--- src/rtl/core/dpc_pkg.sv ---
package dpc_pkg;

    // Defaults of the top level parameters.
    localparam int DEF_SUBSAMPLE_STEP = 4;
    localparam int DEF_MAX_DIM        = 4096;

    // Field and register widths.
    localparam int DEPTH_W = 16;
    localparam int Z_W     = 15;
    localparam int COORD_W = 32;
    localparam int INV_W   = 24;
    localparam int CTR_W   = 16;
    localparam int DIM_W   = 13;
    localparam int POS_W   = 12;
    localparam int FRAC_W  = 4;
    localparam int CFG_W   = 24;
    localparam int IDX_W   = 3;

    // Datapath widths: offset magnitude, offset times depth, times reciprocal.
    localparam int MAG_W   = CTR_W;
    localparam int P1_W    = MAG_W + Z_W;
    localparam int PROD_W  = P1_W + INV_W;
    localparam int SHIFT_W = 24;

    // Register reset values.
    localparam logic [INV_W-1:0] RST_INV_FOCAL_X  = INV_W'(31957);
    localparam logic [INV_W-1:0] RST_INV_FOCAL_Y  = INV_W'(31957);
    localparam logic [CTR_W-1:0] RST_CENTER_X     = CTR_W'(5112);
    localparam logic [CTR_W-1:0] RST_CENTER_Y     = CTR_W'(3832);
    localparam logic [DIM_W-1:0] RST_IMAGE_WIDTH  = DIM_W'(640);
    localparam logic [DIM_W-1:0] RST_IMAGE_HEIGHT = DIM_W'(480);

    typedef enum logic [IDX_W-1:0] {
        CFG_INV_FOCAL_X  = 3'd0,
        CFG_INV_FOCAL_Y  = 3'd1,
        CFG_CENTER_X     = 3'd2,
        CFG_CENTER_Y     = 3'd3,
        CFG_IMAGE_WIDTH  = 3'd4,
        CFG_IMAGE_HEIGHT = 3'd5
    } t_cfg_idx;

    typedef enum logic [1:0] {
        ST_IDLE,
        ST_MUL1,
        ST_MUL2,
        ST_DONE
    } t_state;

    typedef struct packed {
        logic in_ready;
        logic load;
        logic mul1;
        logic mul2;
        logic emit;
    } t_dp_cmd;

    typedef struct packed {
        logic in_valid;
        logic keep;
        logic out_full;
    } t_dp_sts;

endpackage

--- src/rtl/core/dpc_ctrl.sv ---
module dpc_ctrl import dpc_pkg::*; (
    input  logic    i_clk,
    input  logic    i_rst_n,
    input  t_dp_sts i_sts,
    output t_dp_cmd o_cmd
);

    t_state r_state;
    t_state n_state;

    always_ff @(posedge i_clk) begin
        if (!i_rst_n) begin
            r_state <= ST_IDLE;
        end else begin
            r_state <= n_state;
        end
    end

    always_comb begin
        n_state = r_state;
        o_cmd   = '0;
        case (r_state)
            ST_IDLE: begin
                o_cmd.in_ready = 1'b1;
                if (i_sts.in_valid) begin
                    o_cmd.load = 1'b1;
                    if (i_sts.keep) begin
                        n_state = ST_MUL1;
                    end
                end
            end
            ST_MUL1: begin
                o_cmd.mul1 = 1'b1;
                n_state    = ST_MUL2;
            end
            ST_MUL2: begin
                o_cmd.mul2 = 1'b1;
                n_state    = ST_DONE;
            end
            ST_DONE: begin
                // Hold the finished point until the output register can take it.
                if (!i_sts.out_full) begin
                    o_cmd.emit = 1'b1;
                    n_state    = ST_IDLE;
                end
            end
            default: begin
                n_state = ST_IDLE;
            end
        endcase
    end

    a_mul1_after_keep: assert property (@(posedge i_clk) disable iff (!i_rst_n)
        (r_state == ST_MUL1) |-> $past(o_cmd.load && i_sts.keep))
        else $error("multiply started without a kept request");

    a_done_after_mul2: assert property (@(posedge i_clk) disable iff (!i_rst_n)
        (r_state == ST_DONE) |-> ($past(r_state == ST_MUL2) || $past(r_state == ST_DONE)))
        else $error("result stage entered out of order");

    a_emit_frees: assert property (@(posedge i_clk) disable iff (!i_rst_n)
        o_cmd.emit |=> (r_state == ST_IDLE) && o_cmd.in_ready)
        else $error("controller not ready after delivering a point");

endmodule

--- config.mk ---
export PLATFORM = sky130hd
export DESIGN_NAME = dpc_ctrl
export DESIGN_NICKNAME = d
export VERILOG_FILES = /design/src/rtl/core/dpc_pkg.sv /design/src/rtl/core/dpc_ctrl.sv
export SDC_FILE = /design/constraint.sdc
export NUM_CORES = 1
export LEC_CHECK = 0
export CAP_MARGIN = 20
export CORE_AREA = 2 2 39 41
export CTS_CLUSTER_DIAMETER = 60
export DETAILED_ROUTE_END_ITERATION = 6
export DIE_AREA = 0 0 41 43
export DONT_BUFFER_PORTS = 1
export RECOVER_POWER = 100
export SLEW_MARGIN = 30
export SYNTH_ARGS = -nofsm -noshare
export SYNTH_HDL_FRONTEND = slang
export SYNTH_SLANG_ARGS = --single-unit
export TNS_END_PERCENT = 30
--- constraint.sdc ---
create_clock -name i_clk -period 1.3 [get_ports i_clk]
set_input_delay 0.195 -clock i_clk [delete_from_list [all_inputs] [get_ports i_clk]]
set_output_delay 0.195 -clock i_clk [all_outputs]
set_load 0.005 [all_outputs]
==> out/results.tsv, run 1 <==
metric	value	unit
path_class	reg2reg	
area_growth	91.8	%
viasPerCell	3.98	
ioPinCount	10	
antenna_found_initial	0	
path_clk_slew	30	ps
dieWidth	41	um
clockRootBuffer	clkbuf_4	
htreeDepth	1	
diodes	0	
cts_tree	built	
failed_checks	setup timing	
cts_made_buffers	3	
drv_slew	0	
numPortBuffers	0	
tightest_slew	280	ps
top_register	r_state	
yosysSeqAreaShare	21.8	%
final-setup-viol-count	2	
setup_slack	-17.7	ps
cp-start-kind	flop	
peakVddDrop	0.698	mV
finalNonFillerCells	48	
rows	14	
largest_register_ffs	2	
synth_area_leaders	ha_1, dfxtp_1, a221o_1	
start_util	13.3	%
synthMostInstantiatedCell	ha_1	
rr_startpoint	r_state[1]	
cts_buffer_depth	2	
syn_inst	20	
outcome	finished with violations	
cts.sinks	2	
synth_common_cells	ha_1, dfxtp_1, inv_1, nand2_1	
min_path_cells	1	
synth_edf_count	0	
power.total	785	uW
gr-usage-all-layers	5.81	%
arrival	1430	ps
crit_path_end_kind	flop	
synth_top_area_share	34.0	%
dp.cells	45	
dp_hpwl	342	um
drive_gt1_share	65.6	%
syn_area	184	um2
max_cap_violations	0	
syn_area_per_cell	9.20	um2
drtAntennaViolNets	0	
grt_pass1_wl	641	um
hp-start	i_rst_n	
hold_class	in2reg	
gp_congestion	0.588	
period_minus_slack	1320	ps
clock_latency	220	ps
synth_flop_cell	dfxtp_1	
routed_wl	453	um
p_leak	0.000154	uW
ys_types	13	
drt_pass1_iterations	4	
dieArea	0.00176	mm2
wire_per_inst	9.44	um
required	1410	ps
min_period_over_period	101	%
max_slew_margin	81.4	%
final_design_area_no_fill	353	um2
grt.overflow.total	0	
die_h	43	um
rsz0062_at_grt	yes	
coreArea	0.00138	mm2
reg2reg_slack	-20	ps
clock_skew	0.672	ps
synth_warnings	0	
grt_max_degree	4	
hold_viol	0	
drt_iter0_markers	4	
ys_ff_latch	2	
vias	191	
synth_nets	30	
place_area	275	um2
nNetsFinal	44	
drc	0	
cp_max_fo	3	
yosysTopAreaCell	ha_1	
finalHoldWorstSlack	113	ps
fmax	759	MHz
async_flop_share	0	%
startpoint	r_state[1]	
reg.largest.list	r_state: 2 flops	
reg2reg_depth	5	
grt_pass1_vias	182	
p_per_area	2230	mW/mm2
cell usage in the layout, fill, tap and decap left out:
cell type  synthesis  final
ha_1               5      1
nand2_1            2      2
or2_0              1      1
inv_2              1      1
inv_6              0      1
and2_1             1      1
ha_2               0      1
a222oi_1           1      1
buf_6              0      1
buf_4              0      8
nor2b_1            1      1
clkinv_1           1      1
dfxtp_4            0      2
o211a_1            1      1
ha_4               0      3
a221o_1            1      1
inv_4              0      1
mux2i_1            1      1
clkbuf_4           0      3
area by class of cell:
type	instances	area (um2)
Fill cell	149	1030
Clock buffer	3	22.5
Sequential cell	2	47.5
Timing Repair Buffer	9	71.3
Multi-Input combinational cell	14	169
Tap cell	16	20.0
Inverter	4	22.5
power breakdown:
group,switching (uW),total (uW),internal [uW]
Combinational,195,488,292
Sequential,57.8,164,107
Clock,31.4,133,101
Total,285,785,501
through the flow:
step | setup TNS, ps | utilization, % | setup slack (ps)
after CTS | -20.5 | 24.1 | -11.0
after floorplan | 0 | - | 11.8
after detailed placement | -140 | 19.9 | -70.7
after global placement | -47.5 | 19.9 | -37.5
after global routing | -126 | 25.5 | -77.2
final | -23.0 | 25.5 | -17.7
metal layers:
metal | vias to the layer above | GRT usage, % | routed length, um
li1 | 92 | - | -
met5 | - | 0 | 0
met3 | 0 | 2.62 | 52
met2 | 9 | 7.19 | 227
met4 | 0 | 8.00 | 0
met1 | 90 | 5.73 | 172
what timing repair did:
item                                   4_1_cts  5_1_grt
setup endpoints to repair                    4        2
hold buffers                                 0        0
endpoints found under the hold margin        0        0
pin swaps                                    3        3
buffers inserted                             0        0
resized for setup                           10        5
cells by family after synthesis:
| logic type | Yosys count | share of synthesized area (%) |
|---|---|---|
| adder cells (fa/ha/maj) | 5 | 34.0 |
| AND/OR/NAND/NOR | 5 | 14.3 |
| flip-flops | 2 | 21.8 |
| buffers and inverters | 4 | 8.16 |
| AO/OA/AOI/OAI | 3 | 16.3 |
| multiplexers | 1 | 5.44 |
critical path, cell delays in order, from the launching register on:
cell     delay [ps]
dfxtp_4         350
buf_6           120
ha_4            140
or2_0           190
a221o_1         280
o211a_1         110
worst paths after layout:
check,endpoint
worst min-delay path,r_state[0]
worst max-delay path,r_state[0]
worst min register to register,r_state[1]
worst max register to register,r_state[0]
Power figures use the tool's default switching activity.
==> run 2: changes to the inputs <==
--- a/config.mk
+++ b/config.mk
@@ -12,6 +12,7 @@
 export DIE_AREA = 0 0 41 43
 export DONT_BUFFER_PORTS = 1
 export RECOVER_POWER = 100
+export SETUP_SLACK_MARGIN = 0.05
 export SLEW_MARGIN = 30
 export SYNTH_ARGS = -nofsm -noshare
 export SYNTH_HDL_FRONTEND = slang
==> out/results.tsv, run 2 (same netlist as run 1, synthesis figures left out) <==
metric	value	unit	change
setup_slack	26.6	ps	+44.3 ps
start_util	13.3	%	unchanged
diodes	0		unchanged
drv_slew	0		unchanged
nNetsFinal	42		-4.5%
arrival	1380	ps	-50 ps
p_leak	0.000145	uW	-5.8%
ioPinCount	10		unchanged
rows	14		unchanged
outcome	completed		
finalHoldWorstSlack	111	ps	-1.47 ps
grt_pass1_vias	178		-2.2%
hp-start	i_rst_n		
fmax	785	MHz	+3.5%
period_minus_slack	1270	ps	-44.3 ps
rr_endpoint	r_state[0]		
postCtsHoldBufs	0		unchanged
max_cap_violations	0		unchanged
min_period_over_period	98.0	%	-3.4 points
gp_congestion	0.598		+1.6%
vias	174		-8.9%
hold_end	r_state[0]		
top_register	r_state		
min_path_cells	1		unchanged
clock_latency	220	ps	about the same
numPortBuffers	0		unchanged
peakVddDrop	0.580	mV	-17%
grt_pass1_wl	634	um	-1.1%
dieWidth	41	um	unchanged
hold_viol	0		unchanged
clockRootBuffer	clkbuf_4		
power.total	786	uW	+0.10%
area_growth	85.0	%	
antenna_found_initial	0		unchanged
grt.overflow.total	0		unchanged
die_h	43	um	unchanged
largest_register_ffs	2		unchanged
htreeDepth	1		unchanged
coreArea	0.00138	mm2	unchanged
final-setup-viol-count	0		-2
path_class	reg2reg		
gr-usage-all-layers	6.21	%	+0.41 points
dp_slack	-10.6	ps	+60.1 ps
fin_tns_setup	0	ps	+23.0 ps
drt_pass1_iterations	4		unchanged
wire_per_inst	9.11	um	-3.5%
most-common-layout-cells	buf_4, ha_4, clkbuf_4		
drc	0		unchanged
clock_skew	1.88	ps	+1.21 ps
cts_buffer_depth	2		unchanged
p_per_area	2310	mW/mm2	+3.8%
drt_iter0_markers	9		+5
crit_path_end_kind	flop		
drive_gt1_share	70.0	%	+4.4 points
hold_class	in2reg		
required	1410	ps	about the same
cts.sinks	2		unchanged
path_clk_slew	30	ps	about the same
dieArea	0.00176	mm2	unchanged
cts_made_buffers	3		unchanged
reg2reg_slack	30	ps	+40 ps
final_common_cell	buf_4		
final_design_area_no_fill	340	um2	-3.5%
place_area	267	um2	-3.2%
tightest_slew	290	ps	+10.8 ps
grt_max_degree	5		+1
cp-start-kind	flop		
rr_startpoint	r_state[1]		
viasPerCell	3.78		-4.9%
cts_tree	built		
drtAntennaViolNets	0		unchanged
cp_max_fo	4		+1
reg2reg_depth	5		unchanged
routed_wl	419	um	-7.5%
rsz0062_at_grt	yes		
reg.largest.list	r_state: 2 flops		
max_slew_margin	80.6	%	-0.72 points
==> run 2: cell types whose count changed in the layout (fill, tap and decap cells not counted), sizes merged <==
cell and change:
buf -2
==> run 2: final cells by class <==
| cell class | count | area, um2 |
|---|---|---|
| fill | 153 | 1040 |
| multi-input combinational | 14 | 174 |
| timing repair buffer | 7 | 56.3 |
| sequential | 2 | 47.5 |
| clock buffer | 3 | 22.5 |
| inverter | 4 | 20.0 |
| tap | 16 | 20.0 |
==> run 2: metrics by stage <==
step                      util [%]  std cells
final                         24.6         46
after global routing          24.6         46
after CTS                     23.1         46
after detailed placement      19.3         42
after global placement        19.3         42
after floorplan                  -         20
==> run 2: where the power goes <==
group | internal (uW) | switching [uW]
registers | 106 | 41.5
clock network | 101 | 31.3
logic | 304 | 201
total | 512 | 274
==> run 2: worst max-delay path by stage <==
stage	from	to	slack, ps	cells after the start
final	r_state[1]	r_state[0]	30	5
after global routing	r_state[0]	r_state[1]	-30	4
after CTS	r_state[0]	r_state[0]	0.3	5
after detailed placement	r_state[1]	r_state[0]	-10	5
after global placement	r_state[0]	r_state[1]	-2	4
after floorplan	r_state[0]	r_state[0]	60	5
==> run 2: layer usage <==
metal	part of all wire, %	wire length [um]	global-route usage [%]
met3	9.1	38	5.76
met2	49	206	7.81
met5	0	0	0
met1	42	174	4.47
met4	0	0	8.00
==> run 2: critical path: stages (launching register included) <==
cell,delay [ps]
dfxtp_4,360
inv_4,50
ha_4,150
or2_0,210
a221o_1,280
o211a_1,110
==> run 2: timing repair <==
item,4_1_cts,5_1_grt
endpoints found under the setup margin,3,4
cloned,0,0
pin swaps,2,3
setup buffers,1,0
resized for setup,6,5
